$ cat src/hw/rtl/tdhf_pkg.sv
// shared constants, operation codes and cell control types of the duplicate filter
`timescale 1ns / 1ps

package tdhf_pkg;

    localparam int WINDOW_ENTRIES = 8;
    localparam int CNT_W          = $clog2(WINDOW_ENTRIES + 1);

    localparam int HASH_W = 32;
    localparam int TIME_W = 32;
    localparam int OP_W   = 3;
    localparam int AGED_W = 4;
    localparam int ECNT_W = 4;
    localparam int TOT_W  = 32;

    localparam int IN_BITS  = OP_W + HASH_W + TIME_W;
    localparam int IN_W     = ((IN_BITS + 7) / 8) * 8;
    localparam int OUT_BITS = 1 + AGED_W + ECNT_W + 2 * TOT_W;
    localparam int OUT_W    = ((OUT_BITS + 7) / 8) * 8;

    localparam logic [TIME_W-1:0] DEFAULT_WINDOW = TIME_W'(1000);

    typedef enum logic [OP_W-1:0] {
        OP_CHECK   = 3'd0,
        OP_ADD     = 3'd1,
        OP_AGE     = 3'd2,
        OP_CLEAR   = 3'd3,
        OP_RST_CNT = 3'd4
    } t_op;

    typedef struct packed {
        logic age;
        logic shift;
        logic clear;
        logic append;
    } t_cell_ctl;

    typedef struct packed {
        logic valid;
        logic expired;
        logic expired_last;
        logic match;
        logic first_last;
    } t_cell_stat;

endpackage

$ cat src/hw/rtl/tdhf_cell.sv
// one table slot: stored hash and time, aging compare, match and left shift
`timescale 1ns / 1ps

module tdhf_cell (
    input  logic                          i_clk,
    input  logic                          i_rst_n,
    input  tdhf_pkg::t_cell_ctl           i_ctl,
    input  logic [tdhf_pkg::TIME_W-1:0]   i_window,
    input  logic [tdhf_pkg::TIME_W-1:0]   i_now,
    input  logic [tdhf_pkg::HASH_W-1:0]   i_hash,
    input  logic [tdhf_pkg::HASH_W-1:0]   i_last_hash,
    input  logic [tdhf_pkg::TIME_W-1:0]   i_last_time,
    input  logic                          i_shift_in,
    output logic                          o_shift,
    input  logic                          i_seen,
    output logic                          o_seen,
    input  logic                          i_left_valid,
    input  logic [tdhf_pkg::HASH_W-1:0]   i_nb_hash,
    input  logic [tdhf_pkg::TIME_W-1:0]   i_nb_time,
    input  logic                          i_nb_valid,
    output logic [tdhf_pkg::HASH_W-1:0]   o_hash,
    output logic [tdhf_pkg::TIME_W-1:0]   o_time,
    output tdhf_pkg::t_cell_stat          o_stat
);

    logic                        r_valid;
    logic [tdhf_pkg::HASH_W-1:0] r_hash;
    logic [tdhf_pkg::TIME_W-1:0] r_time;
    logic                        w_expired;
    logic                        w_match;
    logic                        w_is_last;
    logic                        w_load;
    logic [tdhf_pkg::TIME_W-1:0] w_age;

    assign w_age     = i_now - r_time;
    assign w_expired = r_valid && (w_age > i_window);
    assign w_match   = r_valid && (r_hash == i_hash);
    assign w_is_last = (r_time == i_last_time);
    // a hole or a shift further left pulls the right neighbor in
    assign o_shift   = i_ctl.shift && (!r_valid || i_shift_in);
    assign o_seen    = i_seen || w_match;
    // first empty slot takes the appended entry
    assign w_load    = i_ctl.append && !r_valid && i_left_valid;

    assign o_hash = r_hash;
    assign o_time = r_time;

    always_comb begin
        o_stat.valid        = r_valid;
        o_stat.expired      = w_expired;
        o_stat.expired_last = w_expired && w_is_last && (r_hash == i_last_hash);
        o_stat.match        = w_match;
        o_stat.first_last   = w_match && !i_seen && w_is_last;
    end

    always_ff @(posedge i_clk) begin
        if (!i_rst_n) begin
            r_valid <= 1'b0;
        end else if (i_ctl.clear) begin
            r_valid <= 1'b0;
        end else if (i_ctl.age) begin
            if (w_expired) begin
                r_valid <= 1'b0;
            end
        end else if (o_shift) begin
            r_valid <= i_nb_valid;
        end else if (w_load) begin
            r_valid <= 1'b1;
        end
    end

    always_ff @(posedge i_clk) begin
        if (o_shift) begin
            r_hash <= i_nb_hash;
            r_time <= i_nb_time;
        end else if (w_load) begin
            r_hash <= i_hash;
            r_time <= i_now;
        end
    end

endmodule

$ cat src/hw/rtl/timed_duplicate_hash_filter.sv
// top level: operation sequencer, counters and the row of table cells
`timescale 1ns / 1ps

// Timed duplicate hash filter. Holds up to eight frame hashes with their arrival
// times, oldest first, in a row of cells. A check, add or age operation passes
// through an accept step, an aging step in which every cell compares its own age
// against the window, a compaction step in which the entries behind each hole
// move one cell left per cycle until no hole is left, and a step that performs
// the operation and loads the result register, waiting while an untaken result
// still fills it. Clear, counter reset and unused codes go from the accept step
// straight to the last step. The result register lets the next transfer in
// while a result waits. window_length writes of zero store 1000.
module timed_duplicate_hash_filter (
    input  logic                        i_clk,
    input  logic                        i_rst_n,
    input  logic                        i_cfg_we,
    input  logic [tdhf_pkg::TIME_W-1:0] i_cfg_wdata,
    input  logic                        s_axis_tvalid,
    output logic                        s_axis_tready,
    // op[2:0], hash_value[34:3], now_time[66:35], zero pad
    input  logic [tdhf_pkg::IN_W-1:0]   s_axis_tdata,
    output logic                        m_axis_tvalid,
    input  logic                        m_axis_tready,
    // is_duplicate[0], aged_count[4:1], entry_count[8:5],
    // checked_total[40:9], duplicate_total[72:41], zero pad
    output logic [tdhf_pkg::OUT_W-1:0]  m_axis_tdata
);

    localparam int N = tdhf_pkg::WINDOW_ENTRIES;

    typedef enum logic [1:0] {
        S_IDLE,
        S_AGE,
        S_COMPACT,
        S_EXEC
    } t_state;

    t_state                          r_state;
    tdhf_pkg::t_op                   r_op;
    logic [tdhf_pkg::HASH_W-1:0]     r_hash;
    logic [tdhf_pkg::TIME_W-1:0]     r_now;
    logic [tdhf_pkg::TIME_W-1:0]     r_window;
    logic [tdhf_pkg::CNT_W-1:0]      r_count;
    logic [tdhf_pkg::CNT_W-1:0]      n_count;
    logic [tdhf_pkg::CNT_W-1:0]      r_aged;
    logic [tdhf_pkg::HASH_W-1:0]     r_last_hash;
    logic [tdhf_pkg::TIME_W-1:0]     r_last_time;
    logic                            r_last_valid;
    logic [tdhf_pkg::TOT_W-1:0]      r_checked;
    logic [tdhf_pkg::TOT_W-1:0]      n_checked;
    logic [tdhf_pkg::TOT_W-1:0]      r_dup_cnt;
    logic [tdhf_pkg::TOT_W-1:0]      n_dup_cnt;
    logic                            n_dup;
    logic                            r_m_valid;
    logic [tdhf_pkg::OUT_W-1:0]      r_m_data;

    tdhf_pkg::t_cell_ctl             w_ctl;
    tdhf_pkg::t_cell_stat            w_stat   [N];
    logic [tdhf_pkg::HASH_W-1:0]     w_hash_q [N];
    logic [tdhf_pkg::TIME_W-1:0]     w_time_q [N];
    logic [N-1:0]                    w_shift;
    logic [N-1:0]                    w_seen;
    logic [N-1:0]                    w_valid;
    logic [N-1:0]                    w_expired;
    logic [N-1:0]                    w_exp_last;
    logic [N-1:0]                    w_match;
    logic [N-1:0]                    w_first_last;

    logic                            w_in_fire;
    logic                            w_exec_fire;
    logic                            w_add_full;
    logic                            w_compacted;
    logic                            w_skip;
    logic [tdhf_pkg::CNT_W-1:0]      w_aged;
    logic [tdhf_pkg::CNT_W-1:0]      w_nmatch;
    logic [tdhf_pkg::CNT_W-1:0]      w_left;
    tdhf_pkg::t_op                   w_in_op;

    assign s_axis_tready = (r_state == S_IDLE);
    assign w_in_fire     = s_axis_tvalid && s_axis_tready;
    assign w_exec_fire   = (r_state == S_EXEC) && (!r_m_valid || m_axis_tready);
    assign w_add_full    = w_exec_fire && (r_op == tdhf_pkg::OP_ADD) &&
                           (r_count == tdhf_pkg::CNT_W'(N));
    assign w_in_op       = tdhf_pkg::t_op'(s_axis_tdata[tdhf_pkg::OP_W-1:0]);

    assign m_axis_tvalid = r_m_valid;
    assign m_axis_tdata  = r_m_data;

    always_comb begin
        w_ctl.age    = (r_state == S_AGE);
        w_ctl.shift  = ((r_state == S_COMPACT) && !w_compacted) || w_add_full;
        w_ctl.clear  = w_exec_fire && (r_op == tdhf_pkg::OP_CLEAR);
        w_ctl.append = w_exec_fire && (r_op == tdhf_pkg::OP_ADD);
    end

    for (genvar gi = 0; gi < N; gi++) begin : g_cell
        logic                        w_shift_in;
        logic                        w_seen_in;
        logic                        w_left_valid;
        logic [tdhf_pkg::HASH_W-1:0] w_nb_hash;
        logic [tdhf_pkg::TIME_W-1:0] w_nb_time;
        logic                        w_nb_valid;

        if (gi == 0) begin : g_head
            assign w_shift_in   = w_add_full;
            assign w_seen_in    = 1'b0;
            assign w_left_valid = 1'b1;
        end else begin : g_body
            assign w_shift_in   = w_shift[gi-1];
            assign w_seen_in    = w_seen[gi-1];
            assign w_left_valid = w_stat[gi-1].valid;
        end

        // the tail cell pulls the new entry in when a full row shifts
        if (gi == N - 1) begin : g_tail
            assign w_nb_hash  = r_hash;
            assign w_nb_time  = r_now;
            assign w_nb_valid = w_add_full;
        end else begin : g_inner
            assign w_nb_hash  = w_hash_q[gi+1];
            assign w_nb_time  = w_time_q[gi+1];
            assign w_nb_valid = w_stat[gi+1].valid;
        end

        tdhf_cell u_cell (
            .i_clk        (i_clk),
            .i_rst_n      (i_rst_n),
            .i_ctl        (w_ctl),
            .i_window     (r_window),
            .i_now        (r_now),
            .i_hash       (r_hash),
            .i_last_hash  (r_last_hash),
            .i_last_time  (r_last_time),
            .i_shift_in   (w_shift_in),
            .o_shift      (w_shift[gi]),
            .i_seen       (w_seen_in),
            .o_seen       (w_seen[gi]),
            .i_left_valid (w_left_valid),
            .i_nb_hash    (w_nb_hash),
            .i_nb_time    (w_nb_time),
            .i_nb_valid   (w_nb_valid),
            .o_hash       (w_hash_q[gi]),
            .o_time       (w_time_q[gi]),
            .o_stat       (w_stat[gi])
        );

        assign w_valid[gi]      = w_stat[gi].valid;
        assign w_expired[gi]    = w_stat[gi].expired;
        assign w_exp_last[gi]   = w_stat[gi].expired_last;
        assign w_match[gi]      = w_stat[gi].match;
        assign w_first_last[gi] = w_stat[gi].first_last;
    end

    // compacted when no empty cell sits left of a held entry
    always_comb begin
        w_compacted = 1'b1;
        for (int i = 0; i < N - 1; i++) begin
            if (!w_valid[i] && w_valid[i+1]) begin
                w_compacted = 1'b0;
            end
        end
    end

    assign w_aged   = tdhf_pkg::CNT_W'($countones(w_expired));
    assign w_left   = r_count - w_aged;
    assign w_nmatch = tdhf_pkg::CNT_W'($countones(w_match));

    // the entry just added at this same time is passed over once
    assign w_skip = r_last_valid && (r_hash == r_last_hash) &&
                    (r_now == r_last_time) && (|w_first_last);

    always_comb begin
        n_dup     = 1'b0;
        n_checked = r_checked;
        n_dup_cnt = r_dup_cnt;
        n_count   = r_count;
        unique case (r_op)
            tdhf_pkg::OP_CHECK: begin
                n_checked = r_checked + 1'b1;
                n_dup     = (w_nmatch != '0) &&
                            !(w_skip && (w_nmatch == tdhf_pkg::CNT_W'(1)));
                if (n_dup) begin
                    n_dup_cnt = r_dup_cnt + 1'b1;
                end
            end
            tdhf_pkg::OP_ADD: begin
                if (r_count != tdhf_pkg::CNT_W'(N)) begin
                    n_count = r_count + 1'b1;
                end
            end
            tdhf_pkg::OP_CLEAR: begin
                n_count = '0;
            end
            tdhf_pkg::OP_RST_CNT: begin
                n_checked = '0;
                n_dup_cnt = '0;
            end
            default: begin
            end
        endcase
    end

    always_ff @(posedge i_clk) begin
        if (!i_rst_n) begin
            r_window <= tdhf_pkg::DEFAULT_WINDOW;
        end else if (i_cfg_we) begin
            r_window <= (i_cfg_wdata == '0) ? tdhf_pkg::DEFAULT_WINDOW : i_cfg_wdata;
        end
    end

    always_ff @(posedge i_clk) begin
        if (!i_rst_n) begin
            r_state      <= S_IDLE;
            r_count      <= '0;
            r_last_valid <= 1'b0;
            r_checked    <= '0;
            r_dup_cnt    <= '0;
            r_m_valid    <= 1'b0;
        end else begin
            if (w_exec_fire) begin
                r_m_valid <= 1'b1;
            end else if (m_axis_tready) begin
                r_m_valid <= 1'b0;
            end
            unique case (r_state)
                S_IDLE: begin
                    if (w_in_fire) begin
                        r_aged <= '0;
                        r_op   <= w_in_op;
                        r_hash <= s_axis_tdata[tdhf_pkg::OP_W +: tdhf_pkg::HASH_W];
                        r_now  <= s_axis_tdata[tdhf_pkg::OP_W + tdhf_pkg::HASH_W +:
                                               tdhf_pkg::TIME_W];
                        if (w_in_op == tdhf_pkg::OP_CHECK || w_in_op == tdhf_pkg::OP_ADD ||
                            w_in_op == tdhf_pkg::OP_AGE) begin
                            r_state <= S_AGE;
                        end else begin
                            r_state <= S_EXEC;
                        end
                    end
                end
                S_AGE: begin
                    r_aged  <= w_aged;
                    r_count <= w_left;
                    if ((|w_exp_last) || (w_left == '0)) begin
                        r_last_valid <= 1'b0;
                    end
                    r_state <= S_COMPACT;
                end
                S_COMPACT: begin
                    if (w_compacted) begin
                        r_state <= S_EXEC;
                    end
                end
                S_EXEC: begin
                    if (w_exec_fire) begin
                        r_count   <= n_count;
                        r_checked <= n_checked;
                        r_dup_cnt <= n_dup_cnt;
                        r_m_data  <= {
                            (tdhf_pkg::OUT_W - tdhf_pkg::OUT_BITS)'(0),
                            n_dup_cnt,
                            n_checked,
                            tdhf_pkg::ECNT_W'(n_count),
                            tdhf_pkg::AGED_W'(r_aged),
                            n_dup
                        };
                        unique case (r_op)
                            tdhf_pkg::OP_CHECK: begin
                                if (w_skip) begin
                                    r_last_valid <= 1'b0;
                                end
                            end
                            tdhf_pkg::OP_ADD: begin
                                r_last_hash  <= r_hash;
                                r_last_time  <= r_now;
                                r_last_valid <= 1'b1;
                            end
                            tdhf_pkg::OP_CLEAR: begin
                                r_last_hash  <= '0;
                                r_last_time  <= '0;
                                r_last_valid <= 1'b0;
                            end
                            default: begin
                            end
                        endcase
                        r_state <= S_IDLE;
                    end
                end
                default: begin
                    r_state <= S_IDLE;
                end
            endcase
        end
    end

endmodule

$ cat config.mk
export PLATFORM = sky130hd
export DESIGN_NAME = timed_duplicate_hash_filter
export DESIGN_NICKNAME = d
export VERILOG_FILES = /design/src/hw/rtl/tdhf_pkg.sv /design/src/hw/rtl/tdhf_cell.sv /design/src/hw/rtl/timed_duplicate_hash_filter.sv
export SDC_FILE = /design/constraint.sdc
export NUM_CORES = 2
export LEC_CHECK = 0
export BUFFER_PORTS_ARGS = -buffer_cell sky130_fd_sc_hd__buf_4
export CAP_MARGIN = 10
export CORE_MARGIN = 2
export CORE_UTILIZATION = 30
export CTS_CLUSTER_SIZE = 40
export DETAILED_ROUTE_END_ITERATION = 12
export GPL_TIMING_DRIVEN = 1
export PLACE_DENSITY_LB_ADDON = 0.2
export SLEW_MARGIN = 20
export SYNTH_ARGS = -nofsm -noshare
export SYNTH_HDL_FRONTEND = slang
export SYNTH_SLANG_ARGS = --single-unit
export TNS_END_PERCENT = 20
$ cat constraint.sdc
create_clock -name i_clk -period 11.9 [get_ports i_clk]
set_input_delay 1.785 -clock i_clk [delete_from_list [all_inputs] [get_ports i_clk]]
set_output_delay 1.785 -clock i_clk [all_outputs]
set_load 0.02 [all_outputs]
# ---- After elaboration in Yosys (flattened, before gate mapping)
# Cells that the tools add are included.
dict set report op_classes {
  addsub 26
  n_lt_le_gt_ge 8
  n_eq_ne 51
  n_mux 95
  n_bitwise 1
  reduce_logical 170
}
# operator n
set ops {}
lappend ops {{$mux 32} 34}
lappend ops {{$eq 32x32->1} 26}
lappend ops {{$gt 32x32->1} 8}
lappend ops {{$pmux 32 s2} 4}
lappend ops {{$sub 32x32->32} 8}
lappend ops {{$logic_and 1x1->1} 88}
lappend ops {{$add 32x1->32 const B} 2}
lappend ops {{$mux 1} 44}
lappend ops {{$logic_not 32->1} 1}
lappend ops {{$pmux 4 s2} 3}
lappend ops {{$reduce_bool 2->1} 12}
lappend ops {{$reduce_bool 3->1} 8}
lappend ops {{$reduce_and 2->1} 10}
lappend ops {{$logic_or 1x1->1} 19}
lappend ops {{$logic_not 1->1} 18}
lappend ops {{$add 1x1->2} 8}
lappend ops {{$ne 2x1->1 const B} 8}
lappend ops {{$reduce_or 8->1} 2}
lappend ops {{$add 2x2->3} 4}
lappend ops {{$mux 4} 3}
lappend ops {{$reduce_and 3->1} 4}
lappend ops {{$add 3x3->4} 2}
lappend ops {{$mux 2} 4}
lappend ops {{$ne 2x2->1 const B} 4}
lappend ops {{23 further kinds} 27}
dict set report word_totals {
  regBits 832
  output_inout_bits 82
  wordCells 390
}

# ---- Logic depth before layout (Yosys ltp)
dict set report logic_depth {
  word_depth 29
  depth_mapped 39
  depth_no_buf 39
}

# ---- By module
# A second synthesis with hierarchy kept.
dict set report unflattened {
  cells_unflattened 7625
  area_unflattened_um2 66108.4
}
# mod n_inst cells_each area_each_um2 seq_area_each_um2
set modules_own_cells {}
lappend modules_own_cells {{tdhf_cell (g_cell[0].u_cell ...)} 4 763 6329.8 1941.9}
lappend modules_own_cells {timed_duplicate_hash_filter 1 1397 14948.1 8328.0}
lappend modules_own_cells {{tdhf_cell (g_cell[7].u_cell)} 1 809 6566.3 1941.9}
lappend modules_own_cells {{tdhf_cell (g_cell[6].u_cell)} 1 799 6457.4 1941.9}
lappend modules_own_cells {{tdhf_cell (g_cell[5].u_cell)} 1 795 6427.4 1941.9}
lappend modules_own_cells {{tdhf_cell (g_cell[1].u_cell)} 1 773 6389.9 1941.9}

# ---- Worst setup path after synthesis
# OpenSTA, ideal clock, no wires.
dict set report synth_timing {
  path_type {reg-to-reg}
  start {register r_now (netlist bit g_cell[7].w_nb_time[1])}
  end {register r_last_valid}
  t_arrival_ns 8.336
  required_ns 11.777
  setup_slack_ns 3.441
  stages_incl_launch_ff 34
  path_buffers 0
  cell_sequence {edfxtp_1 ha_1 nor2b_1 o21a_1 o21ai_0 a2111oi_0 o2111a_1 o2111a_1 o31a_1 a21oi_1 nor2_1 a211o_1 ha_1 nand2_1 nor3_1 nand4_1 or4_1 o311ai_0 fa_1 fa_1 inv_1 fa_1 ha_1 inv_1 fa_1 ha_1 a21o_1 a21oi_1 xnor2_1 nor4b_1 a311o_1 a211oi_1 a31oi_1 mux2i_1}
}
dict set report synth_between {
  elab_chain_len 11
}
# item line
set synth_lines {}
lappend synth_lines {{start: declaration} timed_duplicate_hash_filter.sv:41} ;# logic [tdhf_pkg::TIME_W-1:0] r_now;
lappend synth_lines {{start signal: assignment} timed_duplicate_hash_filter.sv:231} ;# r_now <= s_axis_tdata[tdhf_pkg::OP_W + tdhf_pkg::HASH_W +:
lappend synth_lines {{$sub 32x32->32} tdhf_cell.sv:35} ;# assign w_age = i_now - r_time;
lappend synth_lines {{$gt 32x32->1} tdhf_cell.sv:36} ;# assign w_expired = r_valid && (w_age > i_window);
lappend synth_lines {{$logic_and 1x1->1} tdhf_cell.sv:36}
lappend synth_lines {{$add 1x1->2 (implied by the code)} timed_duplicate_hash_filter.sv:164} ;# assign w_aged = tdhf_pkg::CNT_W'($countones(w_expired));
lappend synth_lines {{$add 2x2->3 (implied by the code)} timed_duplicate_hash_filter.sv:164}
lappend synth_lines {{$add 3x3->4 (implied by the code)} timed_duplicate_hash_filter.sv:164}
lappend synth_lines {{$sub 4x4->4} timed_duplicate_hash_filter.sv:165} ;# assign w_left = r_count - w_aged;
lappend synth_lines {{$logic_not 4->1} timed_duplicate_hash_filter.sv:244} ;# if ((|w_exp_last) || (w_left == '0)) begin
lappend synth_lines {{$logic_or 1x1->1} timed_duplicate_hash_filter.sv:244}
lappend synth_lines {{$ne 2x2->1 (no line)} -}
lappend synth_lines {{$reduce_and 5->1 (no line) (*)} -}
lappend synth_lines {{end signal: assignment} timed_duplicate_hash_filter.sv:245} ;# r_last_valid <= 1'b0;
lappend synth_lines {{end signal: assignment} timed_duplicate_hash_filter.sv:270} ;# r_last_valid <= 1'b0;
lappend synth_lines {{end signal: assignment} timed_duplicate_hash_filter.sv:276} ;# r_last_valid <= 1'b1;
lappend synth_lines {{end: declaration} timed_duplicate_hash_filter.sv:48} ;# logic r_last_valid;
# Every way passes the cells marked *; elsewhere a longest branch is shown, timed or not.
# A chain may end at the register's enable or synchronous reset.

# ---- Final worst setup path
dict set report layout_timing {
  start {register r_now (netlist bit g_cell[7].w_nb_time[0])}
  end {register r_last_valid}
}
# The elaborated chain is that of the path after synthesis.

==> impl_metrics.yaml <==
yosys:
  yosys_register_bits: 832
  ys_seq_area_share_pct: 37.8
  ys_types: 90
  synth.top_cells.by_count: "edfxtp_1 (720), xnor2_1 (548), ha_1 (523)"
  yosysMostFrequentCell: "edfxtp_1"
  yosysTopAreaCell: "edfxtp_1"
  synth_top_flop_cell: "edfxtp_1"
  avgSynthCellArea_sq_um: 9.70
  synthTopCellsByArea: "edfxtp_1 (34%), ha_1 (10%), xnor2_1 (7.6%)"
  netlist_area_sq_um: 63200
  netlist_instances: 6510
  synth_edf_count: 720
  async_reset_ff_share_pct: 0
  synth_top_area_share_pct: 34.2
  yosys_warnings: 0
clock_network:
  clk_pin_slew_ns: 0.06
  clock-root-buffer: "clkbuf_16"
  clk_latency_ns: 0.78
  ctsHoldBuffers: 0
  post_cts_buffers: 0
  cts_tree: "done"
  numCtsBuffers: 109
  cts_buffer_depth: 3
  ctsHtreeMaxLevel: 3
  cts.repair.resized: 0
  clock_sinks: 832
power_and_ir_drop:
  p_total_w: 0.0185
  swShare_pct: 44.9
  p_comb_share_pct: 51.0
  leakagePower_nw: 27.3
  ir_drop_mv: 0.230
  clkPwrFrac_pct: 19.4
  power.share.sequential_pct: 29.6
  power.density_nw_per_um2: 256
  power_switching_w: 0.00829
  power.internal_w: 0.0102
worst_setup_path:
  start_kind: "register"
  cp_max_fo: 14
  critical-path-top-delay-family: "compound AO/OA/AOI/OAI gates"
  critPathBufInv: 4
  required_ns: 12.60
  worstPathArrival_ns: 11.79
  endpoint_kind: "register"
  path_class: "register to register"
  critPathMaxStageDelay_ns: 0.74
  cpMaxStageDelayCell: "nor4_1"
final_layout:
  fin_area_sq_um: 72100
  nets: 7319
  drive_above_1_share_pct: 12.5
  utilization_pct: 34.4
  synthToLayoutAreaGrowth_pct: 14.1
  fin_cells: 9573
timing:
  final-max-slew-violation-count: 0
  worst_pin_slew_ns: 1.12
  skew_ns: 0.0576
  timing.final.crit_share_pct: 93.2
  rsz0062_at_grt: "no"
  hold_viol_final: 0
  slew_headroom_pct: 25.4
  finalSetupViolations: 0
  min_period_ns: 11.09
  fin_setup_tns_ns: 0
  clock.fmax_mhz: 90.2
detailed_routing:
  drt_first_pass_iters: 6
  drcViolationCount: 0
  ant_nets: 0
  drt_iter0_markers: 5621
  routed_wl_um: 267000
  dr_total_vias: 51800
  vias_per_cell: 5.41
  wl_per_cell_um: 27.8
global_route:
  antenna_found_initial: 10
  grt_pass1_vias: 48800
  overflow: 0
  grt_max_degree: 82
  grt_pass1_wl_um: 374000
  grtUsageTotal_pct: 24.1
floorplan:
  die_area_sq_um: 214000
  die_x_um: 463
  ioPinCount: 191
  start_util_pct: 30.2
  rows: 168
  fp.dieH_um: 463
  core_area_sq_um: 209000
status:
  status: "finished, final reports clean"
place:
  placed_area_sq_um: 68300
  place_hpwl_um: 207000
  numPortBuffers: 178
  place.gp.congestion: 0.966
  dp.cells: 9364
flow_run:
  cap_violations: 0
hold_path:
  worstHoldPathType: "register to register"
## cell usage in the layout (no fill, tap or decap), drive strengths merged, types with 13 or more instances in the layout
master,n
mux2,257
nand3b,13
nor2,305
or2,22
edfxtp,720
nor4,190
nor2b,43
fa,17
and3,39
nand4,207
dfxtp,112
o21a,81
nand2b,52
and2,73
xor2,499
o21bai,27
o211ai,39
nand2,517
buf,357
or4,27
inv,390
and4,16
o21ai,402
a21oi,334
a211oi,42
mux2i,40
nand3,113
nor3,100
clkbuf,138
or3,31
clkinv,39
bufinv,19
o31a,14
o22ai,18
ha,523
a31oi,38
a21o,133
o31ai,34
xnor2,548
## power groups by stage
stage / combinational [W] / clock (W) / sequential, W
after floorplan: 0.00644 / 0 / 0.00508
after global placement: 0.00911 / 0 / 0.00550
after detailed placement: 0.00919 / 0 / 0.00550
after CTS: 0.00926 / 0.00366 / 0.00545
after global routing: 0.0103 / 0.00377 / 0.00550
final: 0.00941 / 0.00359 / 0.00546
## flip-flops by register name (all words and copies together) (netlist names)
| name | flops |
|---|---|
| r_checked | 32 |
| r_state | 2 |
| r_op | 3 |
| r_window | 32 |
| r_last_time | 32 |
| g_cell.w_nb_hash | 32 |
| r_aged | 4 |
| g_cell.u_cell.r_valid | 8 |
| r_last_hash | 32 |
| m_axis_tvalid | 1 |
| r_last_valid | 1 |
| g_cell.u_cell.o_hash | 256 |
| m_axis_tdata | 73 |
| g_cell.w_nb_time | 32 |
| r_count | 4 |
| r_dup_cnt | 32 |
| g_cell.u_cell.o_time | 256 |
## routing by layer
metal  vias to the layer above  routed length, um  global-route usage (%)
met4                         2               7330                    6.91
met2                      1976             114000                    36.0
met1                     25600             124000                    34.8
met3                       275              21400                    5.00
li1                      23900                  -                       -
met5                         -                 13                       0
## per-stage QoR
stage               hold slack, ns  setup WS (ns)
global route                 0.454          0.344
floorplan                    0.400           3.44
CTS                          0.440           1.16
global placement             0.412           1.19
detailed placement           0.414           1.17
finish                       0.432          0.811
## kinds of logic (layout without fill, tap and decap cells)
logic type	Yosys count	after routing	share of synthesized area [%]
simple gates	1779	1779	14.3
compound gates	1312	1312	13.0
xor+xnor	1047	1047	14.5
flops	832	832	37.8
buf+inv	702	951	4.33
fa+ha+maj	540	540	10.9
mux	297	297	5.22
other cells	1	10	0.00594
## path summary, 6_finish.rpt
path | from | endpoint | slack (ns) | cells after the start
max | g_cell[7].w_nb_time[0]$_DFFE_PP_ | r_last_valid$_SDFFE_PN0P_ | 0.81 | 36
min | r_aged[0]$_SDFFCE_PN0P_ | m_axis_tdata[1]$_DFFE_PP_ | 0.43 | 0
max reg2reg | g_cell[7].w_nb_time[0]$_DFFE_PP_ | r_last_valid$_SDFFE_PN0P_ | 0.81 | 36
min reg2reg | r_aged[0]$_SDFFCE_PN0P_ | m_axis_tdata[1]$_DFFE_PP_ | 0.43 | 0
## cell type report
| type | instances | area [sq um] |
|---|---|---|
| antenna | 3 | 7.51 |
| clock buffer | 138 | 2850 |
| clock inverter | 68 | 965 |
| fill | 21400 | 137000 |
| inverter | 388 | 1460 |
| multi-input combinational | 4982 | 36800 |
| sequential | 832 | 23900 |
| tap | 2805 | 3510 |
| timing repair buffer | 357 | 2680 |
Power figures use the tool's default switching activity.
